File: src/rtl/sft_pkg.sv
// ----------------------------------------------------------------------------
// sft_pkg
// shared types and constants of the slide/fade transition compositor
// ----------------------------------------------------------------------------
package sft_pkg;

  // brightness percentages
  localparam int PCT_FULL      = 100;
  localparam int PCT_OLD_DROP  = 50;
  localparam int PCT_NEW_START = 60;
  localparam int PCT_NEW_RISE  = 40;

  // reset values of the derived percentages
  localparam logic [6:0] OLD_PCT_RESET = 7'(PCT_FULL);
  localparam logic [6:0] NEW_PCT_RESET = 7'(PCT_NEW_START);

  // x / 100 == (x * 5243) >> 19 for every x below 6400
  localparam logic [12:0] RECIP_100   = 13'd5243;
  localparam int          RECIP_SHIFT = 19;

  // numerator width of elapsed * 50 with elapsed below 256
  localparam int PNUM_W = 14;

  // decoupling queue
  localparam int QDEPTH = 4;
  localparam int QPW    = $clog2(QDEPTH);

  typedef struct packed {
    logic [6:0] old_pct;
    logic [6:0] new_pct;
  } sft_pct_t;

  typedef struct packed {
    logic [15:0] pixel;
    logic [6:0]  pct;
    logic        last;
  } sft_entry_t;

  typedef enum logic [5:0] {
    ST_IDLE  = 6'b000001,
    ST_SQR   = 6'b000010,
    ST_CUBE  = 6'b000100,
    ST_SCALE = 6'b001000,
    ST_SUM   = 6'b010000,
    ST_FIN   = 6'b100000
  } sft_state_e;

endpackage

File: src/rtl/slide_fade_transition_pixel.sv
// ----------------------------------------------------------------------------
// slide_fade_transition_pixel
// composes one row stream of a sliding, fading page transition
// ----------------------------------------------------------------------------
// channel  dir  handshake                   payload
// s_axis   in   s_axis_tvalid/tready        tdata column, source_pixel; tuser from_new_page
// m_axis   out  m_axis_tvalid/tready        tdata out_pixel; tlast row_last
// cfg      in   cfg_valid_i/cfg_ready_o     cfg_data_i elapsed_time
//
// one pixel per clock sustained while no derivation runs and m_axis takes every pixel;
// a visible pixel passes the queue, the product stage and the output register
// on its way to m_axis. an elapsed time write reruns the derivation: input and cfg
// stall while it steps through square, cube, scale, sum and finish.
// after reset shift is 0, old page at 100 percent, new page at 60 percent.
// a stalled output fills the 4-entry queue before s_axis_tready drops.
// ----------------------------------------------------------------------------
module slide_fade_transition_pixel import sft_pkg::*; #(
  parameter int WIDTH    = 240,
  parameter int DURATION = 160
) (
  input  logic        clk_i,
  input  logic        rst_ni,
  input  logic        s_axis_tvalid,
  output logic        s_axis_tready,
  input  logic [23:0] s_axis_tdata,   // column [7:0], source_pixel [23:8]
  input  logic        s_axis_tuser,   // from_new_page
  output logic        m_axis_tvalid,
  input  logic        m_axis_tready,
  output logic [15:0] m_axis_tdata,   // out_pixel [15:0]
  output logic        m_axis_tlast,
  input  logic        cfg_valid_i,
  output logic        cfg_ready_o,
  input  logic [7:0]  cfg_data_i
);

  localparam int SW = $clog2(WIDTH + 1);

  logic          busy;
  logic [SW-1:0] shift;
  sft_pct_t      pct;
  logic          full, empty, push, pop;
  sft_entry_t    push_entry, pop_entry;

  sft_param_unit #(
    .WIDTH    (WIDTH),
    .DURATION (DURATION)
  ) u_param (
    .clk_i       (clk_i),
    .rst_ni      (rst_ni),
    .cfg_valid_i (cfg_valid_i),
    .cfg_ready_o (cfg_ready_o),
    .cfg_data_i  (cfg_data_i),
    .busy_o      (busy),
    .shift_o     (shift),
    .pct_o       (pct)
  );

  sft_front #(
    .WIDTH (WIDTH)
  ) u_front (
    .s_axis_tvalid (s_axis_tvalid),
    .s_axis_tready (s_axis_tready),
    .s_axis_tdata  (s_axis_tdata),
    .s_axis_tuser  (s_axis_tuser),
    .busy_i        (busy),
    .shift_i       (shift),
    .pct_i         (pct),
    .full_i        (full),
    .push_o        (push),
    .entry_o       (push_entry)
  );

  sft_queue u_queue (
    .clk_i   (clk_i),
    .rst_ni  (rst_ni),
    .push_i  (push),
    .entry_i (push_entry),
    .full_o  (full),
    .pop_i   (pop),
    .entry_o (pop_entry),
    .empty_o (empty)
  );

  sft_back u_back (
    .clk_i         (clk_i),
    .rst_ni        (rst_ni),
    .empty_i       (empty),
    .entry_i       (pop_entry),
    .pop_o         (pop),
    .m_axis_tvalid (m_axis_tvalid),
    .m_axis_tready (m_axis_tready),
    .m_axis_tdata  (m_axis_tdata),
    .m_axis_tlast  (m_axis_tlast)
  );

  a_busy_blocks_input: assert property (@(posedge clk_i) disable iff (!rst_ni)
    busy |-> !s_axis_tready && !cfg_ready_o) else $error("request taken during derivation");

  a_cfg_starts_busy: assert property (@(posedge clk_i) disable iff (!rst_ni)
    cfg_valid_i && cfg_ready_o |=> busy) else $error("elapsed write did not start derivation");

endmodule

File: src/rtl/sft_param_unit.sv
// ----------------------------------------------------------------------------
// sft_param_unit
// takes the elapsed time and derives eased shift and fade percentages
// ----------------------------------------------------------------------------
module sft_param_unit import sft_pkg::*; #(
  parameter int WIDTH    = 240,
  parameter int DURATION = 160,
  localparam int SW      = $clog2(WIDTH + 1)
) (
  input  logic          clk_i,
  input  logic          rst_ni,
  input  logic          cfg_valid_i,
  output logic          cfg_ready_o,
  input  logic [7:0]    cfg_data_i,
  output logic          busy_o,
  output logic [SW-1:0] shift_o,
  output sft_pct_t      pct_o
);

  localparam int          DW   = $clog2(DURATION + 1);
  localparam logic [63:0] D3   = 64'(DURATION) * 64'(DURATION) * 64'(DURATION);
  localparam int          D3B  = $clog2(D3 + 64'd1);
  localparam int          D3W  = (D3B < 2) ? 2 : D3B;
  localparam int          NUMW = D3W + SW;
  localparam int          EW   = SW + 1;
  localparam int          CKW  = D3W + EW;
  // ceil(2^NUMW / D3) folded with the width, estimate is the quotient or one above
  localparam logic [63:0] MS   = ((64'd1 << NUMW) + D3 - 64'd1) / D3;
  localparam logic [63:0] KS   = 64'(WIDTH) * MS;
  localparam int          KW   = $clog2(KS + 64'd1);
  localparam int          PW   = D3W + KW;
  // ceil(2^PP / duration), exact for every percent numerator
  localparam int          PP   = PNUM_W + DW;
  localparam logic [63:0] MP   = ((64'd1 << PP) + 64'(DURATION) - 64'd1) / 64'(DURATION);
  localparam int          MPW  = $clog2(MP + 64'd1);
  localparam int          PQW  = PNUM_W + MPW;

  sft_state_e state_q, state_d;
  logic [SW-1:0]  shift_q, shift_d;
  sft_pct_t       pct_q, pct_d;

  logic [7:0]        e_q;
  logic [2*DW-1:0]   r2_q;
  logic [D3W-1:0]    r3_q;
  logic [PNUM_W-1:0] pno_q, pnn_q;
  logic [6:0]        pqo_q, pqn_q;
  logic [EW-1:0]     est_q;
  logic [NUMW-1:0]   num_q;
  logic [CKW-1:0]    chk_q;

  logic [7:0]      e_clamp;
  logic [DW-1:0]   r_w;
  logic [2*DW-1:0] r2_w;
  logic [3*DW-1:0] r3_w;
  logic [D3W-1:0]  diff_w;
  logic [PW-1:0]   est_w;
  logic [PQW-1:0]  pqo_w, pqn_w;
  logic            over;

  assign e_clamp = (32'(cfg_data_i) > 32'(DURATION)) ? 8'(DURATION) : cfg_data_i;
  assign r_w     = DW'(DURATION) - DW'(e_q);
  assign r2_w    = {{DW{1'b0}}, r_w} * {{DW{1'b0}}, r_w};
  assign r3_w    = {{DW{1'b0}}, r2_q} * {{(2*DW){1'b0}}, r_w};
  assign diff_w  = D3W'(D3) - r3_q;

  assign est_w = PW'(diff_w) * PW'(KS);
  assign pqo_w = PQW'(pno_q) * PQW'(MP);
  assign pqn_w = PQW'(pnn_q) * PQW'(MP);
  assign over  = chk_q > CKW'(num_q);

  always_comb begin
    state_d = state_q;
    shift_d = shift_q;
    pct_d   = pct_q;
    case (state_q)
      ST_IDLE: begin
        if (cfg_valid_i) begin
          state_d = ST_SQR;
        end
      end
      ST_SQR:   state_d = ST_CUBE;
      ST_CUBE:  state_d = ST_SCALE;
      ST_SCALE: state_d = ST_SUM;
      ST_SUM:   state_d = ST_FIN;
      ST_FIN: begin
        state_d       = ST_IDLE;
        // drop the estimate by one when it overshoots
        shift_d       = SW'(est_q - EW'(over));
        pct_d.old_pct = 7'(PCT_FULL) - pqo_q;
        pct_d.new_pct = 7'(PCT_NEW_START) + pqn_q;
      end
      default: state_d = ST_IDLE;
    endcase
  end

  always_ff @(posedge clk_i or negedge rst_ni) begin
    if (!rst_ni) begin
      state_q       <= ST_IDLE;
      shift_q       <= '0;
      pct_q.old_pct <= OLD_PCT_RESET;
      pct_q.new_pct <= NEW_PCT_RESET;
    end else begin
      state_q <= state_d;
      shift_q <= shift_d;
      pct_q   <= pct_d;
    end
  end

  // datapath of the derivation, one step per state
  always_ff @(posedge clk_i) begin
    case (state_q)
      ST_IDLE: begin
        if (cfg_valid_i) begin
          e_q <= e_clamp;
        end
      end
      ST_SQR: begin
        r2_q  <= r2_w;
        pno_q <= PNUM_W'(e_q) * PNUM_W'(PCT_OLD_DROP);
        pnn_q <= PNUM_W'(e_q) * PNUM_W'(PCT_NEW_RISE);
      end
      ST_CUBE: begin
        r3_q  <= D3W'(r3_w);
        pqo_q <= 7'(pqo_w >> PP);
        pqn_q <= 7'(pqn_w >> PP);
      end
      ST_SCALE: begin
        est_q <= EW'(est_w >> NUMW);
        num_q <= NUMW'(WIDTH) * NUMW'(diff_w);
      end
      ST_SUM: chk_q <= CKW'(est_q) * CKW'(D3);
      default: ;
    endcase
  end

  assign cfg_ready_o = (state_q == ST_IDLE);
  assign busy_o      = (state_q != ST_IDLE);
  assign shift_o     = shift_q;
  assign pct_o       = pct_q;

  a_shift_range: assert property (@(posedge clk_i) disable iff (!rst_ni)
    32'(shift_q) <= WIDTH) else $error("slide shift beyond row width");

  a_pct_range: assert property (@(posedge clk_i) disable iff (!rst_ni)
    pct_q.old_pct >= 7'(PCT_OLD_DROP) && pct_q.old_pct <= 7'(PCT_FULL) &&
    pct_q.new_pct >= 7'(PCT_NEW_START) && pct_q.new_pct <= 7'(PCT_FULL))
    else $error("fade percentage out of range");

endmodule

File: src/rtl/sft_front.sv
// ----------------------------------------------------------------------------
// sft_front
// accepts source pixels, decides visibility and row end, picks the percent
// ----------------------------------------------------------------------------
module sft_front import sft_pkg::*; #(
  parameter int WIDTH    = 240,
  localparam int SW      = $clog2(WIDTH + 1)
) (
  input  logic          s_axis_tvalid,
  output logic          s_axis_tready,
  input  logic [23:0]   s_axis_tdata,
  input  logic          s_axis_tuser,
  input  logic          busy_i,
  input  logic [SW-1:0] shift_i,
  input  sft_pct_t      pct_i,
  input  logic          full_i,
  output logic          push_o,
  output sft_entry_t    entry_o
);

  localparam int CMPW = ((SW > 8) ? SW : 8) + 1;

  logic [CMPW-1:0] col_x, shift_x;
  logic            in_row, emit, last;

  assign col_x   = CMPW'(s_axis_tdata[7:0]);
  assign shift_x = CMPW'(shift_i);
  assign in_row  = 32'(col_x) < WIDTH;

  always_comb begin
    if (s_axis_tuser) begin
      emit = in_row && (col_x < shift_x);
      last = (col_x + 1'b1) == shift_x;
    end else begin
      emit = in_row && (col_x >= shift_x);
      last = (shift_i == '0) && (col_x == CMPW'(WIDTH - 1));
    end
  end

  assign s_axis_tready = !busy_i && !full_i;
  assign push_o        = s_axis_tvalid && s_axis_tready && emit;

  assign entry_o.pixel = s_axis_tdata[23:8];
  assign entry_o.pct   = s_axis_tuser ? pct_i.new_pct : pct_i.old_pct;
  assign entry_o.last  = last;

endmodule

File: src/rtl/sft_queue.sv
// ----------------------------------------------------------------------------
// sft_queue
// short fifo between classification and scaling
// ----------------------------------------------------------------------------
module sft_queue import sft_pkg::*; (
  input  logic       clk_i,
  input  logic       rst_ni,
  input  logic       push_i,
  input  sft_entry_t entry_i,
  output logic       full_o,
  input  logic       pop_i,
  output sft_entry_t entry_o,
  output logic       empty_o
);

  sft_entry_t     mem_q [QDEPTH];
  logic [QPW-1:0] wr_ptr_q, rd_ptr_q;
  logic [QPW:0]   count_q, count_d;
  logic           do_push, do_pop;

  assign full_o  = count_q == (QPW+1)'(QDEPTH);
  assign empty_o = count_q == '0;
  assign do_push = push_i && !full_o;
  assign do_pop  = pop_i && !empty_o;
  assign entry_o = mem_q[rd_ptr_q];

  always_comb begin
    count_d = count_q;
    if (do_push && !do_pop) begin
      count_d = count_q + 1'b1;
    end else if (do_pop && !do_push) begin
      count_d = count_q - 1'b1;
    end
  end

  always_ff @(posedge clk_i or negedge rst_ni) begin
    if (!rst_ni) begin
      wr_ptr_q <= '0;
      rd_ptr_q <= '0;
      count_q  <= '0;
    end else begin
      count_q <= count_d;
      if (do_push) begin
        wr_ptr_q <= wr_ptr_q + 1'b1;
      end
      if (do_pop) begin
        rd_ptr_q <= rd_ptr_q + 1'b1;
      end
    end
  end

  always_ff @(posedge clk_i) begin
    if (do_push) begin
      mem_q[wr_ptr_q] <= entry_i;
    end
  end

  a_count_bound: assert property (@(posedge clk_i) disable iff (!rst_ni)
    count_q <= (QPW+1)'(QDEPTH)) else $error("queue occupancy overflow");

  a_ptr_gap: assert property (@(posedge clk_i) disable iff (!rst_ni)
    QPW'(wr_ptr_q - rd_ptr_q) == QPW'(count_q)) else $error("queue pointers lost track");

endmodule

File: src/rtl/sft_back.sv
// ----------------------------------------------------------------------------
// sft_back
// per-channel brightness scaling and the output register
// ----------------------------------------------------------------------------
module sft_back import sft_pkg::*; (
  input  logic        clk_i,
  input  logic        rst_ni,
  input  logic        empty_i,
  input  sft_entry_t  entry_i,
  output logic        pop_o,
  output logic        m_axis_tvalid,
  input  logic        m_axis_tready,
  output logic [15:0] m_axis_tdata,
  output logic        m_axis_tlast
);

  logic        s1_v_q, out_v_q;
  logic [25:0] pr_q, pg_q, pb_q;
  logic        s1_last_q, out_last_q;
  logic [15:0] out_px_q;
  logic        out_en, s1_en;
  logic [25:0] qr, qg, qb;

  assign out_en = !out_v_q || m_axis_tready;
  assign s1_en  = !s1_v_q || out_en;
  assign pop_o  = !empty_i && s1_en;

  // divide by 100 through the reciprocal
  assign qr = pr_q * 26'(RECIP_100);
  assign qg = pg_q * 26'(RECIP_100);
  assign qb = pb_q * 26'(RECIP_100);

  always_ff @(posedge clk_i or negedge rst_ni) begin
    if (!rst_ni) begin
      s1_v_q  <= 1'b0;
      out_v_q <= 1'b0;
    end else begin
      if (s1_en) begin
        s1_v_q <= !empty_i;
      end
      if (out_en) begin
        out_v_q <= s1_v_q;
      end
    end
  end

  always_ff @(posedge clk_i) begin
    if (pop_o) begin
      pr_q      <= 26'(entry_i.pixel[15:11]) * 26'(entry_i.pct);
      pg_q      <= 26'(entry_i.pixel[10:5]) * 26'(entry_i.pct);
      pb_q      <= 26'(entry_i.pixel[4:0]) * 26'(entry_i.pct);
      s1_last_q <= entry_i.last;
    end
    if (out_en && s1_v_q) begin
      out_px_q   <= {qr[RECIP_SHIFT+4:RECIP_SHIFT], qg[RECIP_SHIFT+5:RECIP_SHIFT],
                     qb[RECIP_SHIFT+4:RECIP_SHIFT]};
      out_last_q <= s1_last_q;
    end
  end

  assign m_axis_tvalid = out_v_q;
  assign m_axis_tdata  = out_px_q;
  assign m_axis_tlast  = out_last_q;

endmodule
File: config.mk
export PLATFORM = sky130hd
export DESIGN_NAME = slide_fade_transition_pixel
export DESIGN_NICKNAME = d
export VERILOG_FILES = /design/src/rtl/sft_pkg.sv /design/src/rtl/slide_fade_transition_pixel.sv /design/src/rtl/sft_param_unit.sv /design/src/rtl/sft_front.sv /design/src/rtl/sft_queue.sv /design/src/rtl/sft_back.sv
export SDC_FILE = /design/constraint.sdc
export NUM_CORES = 2
export LEC_CHECK = 0
export ABC_AREA = 1
export BUFFER_PORTS_ARGS = -buffer_cell sky130_fd_sc_hd__buf_2
export CAP_MARGIN = 5
export CORE_MARGIN = 2
export CORE_UTILIZATION = 64
export DETAILED_ROUTE_END_ITERATION = 10
export GPL_TIMING_DRIVEN = 0
export PLACE_DENSITY_LB_ADDON = 0.2
export SLEW_MARGIN = 30
export SYNTH_ARGS = -nofsm -noshare
export SYNTH_HDL_FRONTEND = slang
export SYNTH_HIERARCHICAL = 1
export SYNTH_SLANG_ARGS = --single-unit
File: constraint.sdc
create_clock -name clk_i -period 6.8 [get_ports clk_i]
set_input_delay 0.68 -clock clk_i [delete_from_list [all_inputs] [get_ports clk_i]]
set_output_delay 0.68 -clock clk_i [all_outputs]
set_load 0.1 [all_outputs]
-- Yosys cells after proc, flatten, opt, wreduce, memory -nomap -nowiden
Memories as Yosys holds them, arrays and structs flattened.
Cells that the tools add are included.
- register bits after elaboration: 226
- RAM bits: 96
- input port bits: 38
- output and inout port bits: 20
- logic and storage cells: 101
- memories: 1
- add/subtract/negate cells: 10
- $mul: 15
- order comparisons: 5
- equality and inequality tests: 11
- multiplexer cells: 9
- reductions and logical operators: 25
- memories (name ; depth ; width ; read ports ; clocked after Yosys merged registers in ; wr ports ; RTL line ; RTL):
    u_queue.mem_q ; 4 ; 24 ; 1 ; 0 ; 1 ; sft_queue.sv:16 ; sft_entry_t mem_q [QDEPTH];
- operators by type and width (operator ; number):
    12-bit by 13-bit multiplier with 24-bit output (second input constant) ; 2
    22-bit by 12-bit multiplier with 34-bit output (second input constant) ; 1
    31-bit by 30-bit > comparator with 1-bit output ; 1
    6-bit one-hot mux with 5 select lines ; 1
    13-bit by 15-bit multiplier with 28-bit output (second input constant) ; 1
    11-bit by 15-bit multiplier with 26-bit output (second input constant) ; 1
    4-bit by 22-bit multiplier with 26-bit output (first input constant) ; 1
    13-bit by 13-bit multiplier with 25-bit output (second input constant) ; 1
    5-bit by 7-bit multiplier with 12-bit output ; 2
    16-bit by 8-bit multiplier with 22-bit output ; 1
    22-bit subtractor (first input constant) ; 1
    8-bit by 8-bit multiplier with 16-bit output ; 1
    8-bit by 7-bit multiplier with 15-bit output (second input constant) ; 1
    6-bit by 7-bit multiplier with 13-bit output ; 1
    8-bit by 5-bit multiplier with 13-bit output (second input constant) ; 1
    1-bit logical AND ; 12
    8-bit by 3-bit multiplier with 11-bit output (second input constant) ; 1
    8-bit by 1-bit adder with 9-bit output (second input constant) ; 1
    9-bit by 8-bit equality test with 1-bit output ; 1
    8-bit equality test (second input constant) ; 1
    8-bit greater-or-equal comparator ; 1
    8-bit > comparator (second input constant) ; 1
    8-bit logical NOT ; 1
    8-bit less-than comparator ; 1
    26 further kinds ; 38

-- Logic depth before layout (Yosys ltp)
- word-level depth: 10
- depth in mapped cells: 32

-- Cells and area by module
Netlist, hierarchy kept.
- modules (own cells, without submodules) (module ; times used ; cells each ; area an instance (um2) ; seq. area each (um2)):
    sft_param_unit ; 1 ; 3291 ; 27745.4 ; 4584.4
    sft_back ; 1 ; 1738 ; 14530.2 ; 1701.6
    sft_queue ; 1 ; 341 ; 4374.2 ; 3057.9
    sft_front ; 1 ; 150 ; 785.8 ; 0.0

-- Worst setup path after synthesis
OpenSTA, ideal clock, no wires.
- path type: reg2reg
- start: register u_param.r3_q[0]
- end: register u_param.est_q[0] (data pin)
- setup time: 0.253 ns
- arrival: 5.431 ns
- data required time: 6.547 ns
- setup slack: 1.116 ns
- cell stages (with the launch flop): 26
- buffers on the path: 1
- cell sequence: edfxtp_1 buf_6 inv_1 ha_1 inv_1 nor2_4 nand2_1 xor2_1 inv_1 fa_1 inv_1 fa_1 inv_1 fa_1 inv_1 fa_1 inv_1 ha_1 ha_1 nand2_1 nor2_1 nand2_1 nor3b_1 o21ai_0 nand4_1 nand2_1
- cells in the longest elaborated chain, start to end: 2
- ends and longest elaborated chain (element ; RTL line ; RTL):
    start: declaration ; sft_param_unit.sv:44 ; logic [D3W-1:0] r3_q;
    start signal: assignment ; sft_param_unit.sv:123 ; r3_q <= D3W'(r3_w);
    22-bit subtractor ; sft_param_unit.sv:64 ; assign diff_w = D3W'(D3) - r3_q;
    22-bit by 12-bit multiplier with 34-bit output ; sft_param_unit.sv:66 ; assign est_w = PW'(diff_w) * PW'(KS);
    named net u_param.est_w[30] ; sft_param_unit.sv:56 ; logic [PW-1:0] est_w;
    end signal: assignment ; sft_param_unit.sv:128 ; est_q <= EW'(est_w >> NUMW);
    end: declaration ; sft_param_unit.sv:47 ; logic [EW-1:0] est_q;
The timed path passes the listed nets, and every way through them passes these cells.
A chain may end at the register's enable or synchronous reset.

-- Final worst setup path
- start: register u_param.e_q[0]
- end: register u_param.r3_q[21] (data pin)
- cells in the longest elaborated chain, start to end: 2
- ends and longest elaborated chain (element ; RTL line ; RTL):
    start: declaration ; sft_param_unit.sv:42 ; logic [7:0] e_q;
    start signal: assignment ; sft_param_unit.sv:114 ; e_q <= e_clamp;
    8-bit subtractor ; sft_param_unit.sv:61 ; assign r_w = DW'(DURATION) - DW'(e_q);
    16-bit by 8-bit multiplier with 22-bit output ; sft_param_unit.sv:63 ; assign r3_w = {{DW{1'b0}}, r2_q} * {{(2*DW){1'b0}}, r_w};
    named net u_param.r3_w[21] ; sft_param_unit.sv:54 ; logic [3*DW-1:0] r3_w;
The timed path passes the listed nets, and every way through them passes these cells.

==> run metrics <==
status=finished, final reports clean; dpl cells=6534; Max-Cap Viols=0; reg-to-reg endpoint=u_param/r3_q[21]; Skew-Pair Late Insertion Delay=0.59 ns; drc violations=0; Worst Path Required=7.09 ns; CP Capture Type=register; placer congestion estimate=0.953; RSZ-0062 raised after global routing=no; Initial Util=64.8%; count of cell types in the netlist=63; chip height=276 µm; Fin. Hold Viols=0; CP arrival=6.71 ns; post-route insts no fill=6610; final net count=6976; CTS Sinks=317; sequential area share after synthesis=19.7%; design area=50500 µm²; commonest cells in the netlist=1368 x inv_1, 1004 x nand2_1, 775 x ha_1; largest net degree at the start of global routing=38; setup slack, reg-to-reg=0.38 ns; gr ovfl total=0; Tmin final=6.42 ns; Critical Path Fanout Max=11; count leader, synth=inv_1; Peak Freq=0.156 GHz; hold buffers post-CTS=0; Clock H-tree levels=2; Reg clk slew, reported paths=0.06 ns; WL final=108000 µm; max incr delay on CP=0.57 ns; area leader, netlist=fa_1; Slew Limit Fails=0; global-route wire length before repair=181000 µm; most used cell, CP=nand2_1; root buffer cell=clkbuf_16; TritonCTS Buffers=39; die area=76300 µm²; number of synthesized flops with an enable pin=280; clk_skew=0.0354 ns; met3 usage=4.00%; Critical Path Slowest Stage Cell=edfxtp_1; Pre-Repair DR Iteration Count=5; HP Class=input pin to asynchronous set/reset pin; post-synth top area share=23.0%; layout cell share with drive strength beyond 1=4.96%; fin crit share=94.4%; Critical R2R Launch=u_param/e_q[0]; largest cells by area after synthesis=fa_1 23%, ha_1 20%, edfxtp_1 18%, inv_1 11%, nand2_1 7.9%; Placeable Area=73200 µm²; Synth Register Bits=317; Setup violations, final=0; die width=276 µm; Global Route Usage Sum=29.3%; Avg Cell Area, Syn=8.59 µm²; CP Class=register to register; Via Count=36000; final hold slack=0.0717 ns; IO Port Bufs=41; Slew HR=46.6%; clk buf depth=3; initial antenna violation count=9; Area growth syn-to-layout=6.53%; Most used DFF post-synth=edfxtp_1; dpl hpwl=91300 µm; Place WS=-0.0518 ns; GRT met2 Usage=49.5%; FFs w/ async S/R, synth=11.7%; Vias/cell=5.45; global route hottest layer=met2; worst r2r path cells=27; num rows=99; DP Area=49100 µm²; Cell Area, Synth=47400 µm²; Worst-Margin Slew=0.800 ns; IO Count=58; synth warn=6; Avg WL per Cell=16.3 µm; Antenna Nets Post-Route=0; Setup WS post-layout=0.384 ns; CTS tree=built; Iter 0 DRT Violations=2607; met1 Use GR=39.5%; Startpoint Class=register; number of global-route vias before repair=36400; Synth Instances=5520
[worst max path at each step]
stage / from / end / depth (start not counted)
after floorplan: u_param/r3_q[0] / u_param/est_q[0] / 25
after global placement: u_param/r3_q[0] / u_param/est_q[1] / 25
after detailed placement: u_param/r3_q[0] / u_param/est_q[1] / 27
after CTS: u_param/r3_q[0] / u_param/est_q[0] / 25
after global routing: u_param/e_q[0] / u_param/r3_q[21] / 24
final: u_param/e_q[0] / u_param/r3_q[21] / 27
[placed cells by master, fill, tap and decap left out, drive strengths merged, types with 5 or more instances in the layout]
| cell | n |
|---|---|
| inv | 1388 |
| nand2 | 1023 |
| ha | 775 |
| fa | 546 |
| nor2 | 367 |
| edfxtp | 280 |
| a21oi | 263 |
| nand3 | 205 |
| xor2 | 110 |
| o21ai | 109 |
| buf | 90 |
| nand4 | 78 |
| clkbuf | 75 |
| o211ai | 56 |
| nor3 | 55 |
| xnor2 | 44 |
| dfrtp | 29 |
| a21o | 21 |
| o21bai | 20 |
| clkinv | 13 |
| o21a | 11 |
| a21boi | 11 |
| nor4 | 9 |
| a31oi | 8 |
| nand3b | 8 |
| conb | 8 |
| dfstp | 8 |
| or2 | 8 |
| diode | 6 |
| bufinv | 5 |
| nor3b | 5 |
[cells by family (layout without fill, tap and decap cells)]
| group | Yosys count | after routing | share of synthesized area [%] |
|---|---|---|---|
| simple gates | 1764 | 1764 | 15.7 |
| buf+inv | 1452 | 1571 | 11.8 |
| fa+ha+maj | 1321 | 1321 | 43.5 |
| compound gates | 507 | 507 | 6.33 |
| flops | 317 | 317 | 19.7 |
| xor+xnor | 154 | 154 | 2.95 |
| mux | 3 | 3 | 0.0712 |
| other cells | 2 | 14 | 0.0158 |
[area by class of cell]
| class | count | area, µm² |
|---|---|---|
| Antenna cell | 6 | 15.0 |
| Buffer | 66 | 392 |
| Clock buffer | 48 | 1020 |
| Clock inverter | 21 | 293 |
| Fill cell | 5892 | 22700 |
| Inverter | 1385 | 5200 |
| Multi-Input combinational cell | 3757 | 32700 |
| Sequential cell | 317 | 9340 |
| Tap cell | 959 | 1200 |
| Timing Repair Buffer | 51 | 395 |
[stage by stage]
step	util, %	TNS (ns)
finish	69.0	0
global route	69.0	0
CTS	68.9	0
detailed placement	67.1	-0.0885
global placement	66.7	0
floorplan	-	0
[critical path: cells and delay by family (launching register included)]
family / cells / cell delay [ns]
buf+inv: 7 / 1.57
flops: 1 / 0.57
simple gates: 14 / 1.29
fa+ha+maj: 6 / 2.69
[timing repair]
action,in CTS,in global routing
gates cloned,0,0
resized for setup,1,15
setup buffers,0,2
pin swaps,0,1
endpoints found under the setup margin,2,13
[sequential cells by signal (all words and copies together), names as in the netlist, 11 cells and up]
signal               cells
u_back/pr_q             12
u_param/pno_q           11
u_param/r2_q            15
u_back/pg_q             13
u_back/m_axis_tdata     16
u_queue/mem_q           96
u_param/pct_o           14
u_param/r3_q            22
u_param/chk_q           15
u_back/pb_q             12
u_param/num_q           26
[metal layers]
| layer | up-vias | routed length, µm | part of all wire, % |
|---|---|---|---|
| li1 | 17500 | - | - |
| met1 | 17300 | 46400 | 43 |
| met2 | 1045 | 51900 | 48 |
| met3 | 165 | 6500 | 6.0 |
| met4 | 6 | 2910 | 2.7 |
| met5 | - | 30 | 0.028 |
Power is left out: the tool's default activity adds up to more than one toggle a clock period on the data nets, which glitch-free logic cannot reach.
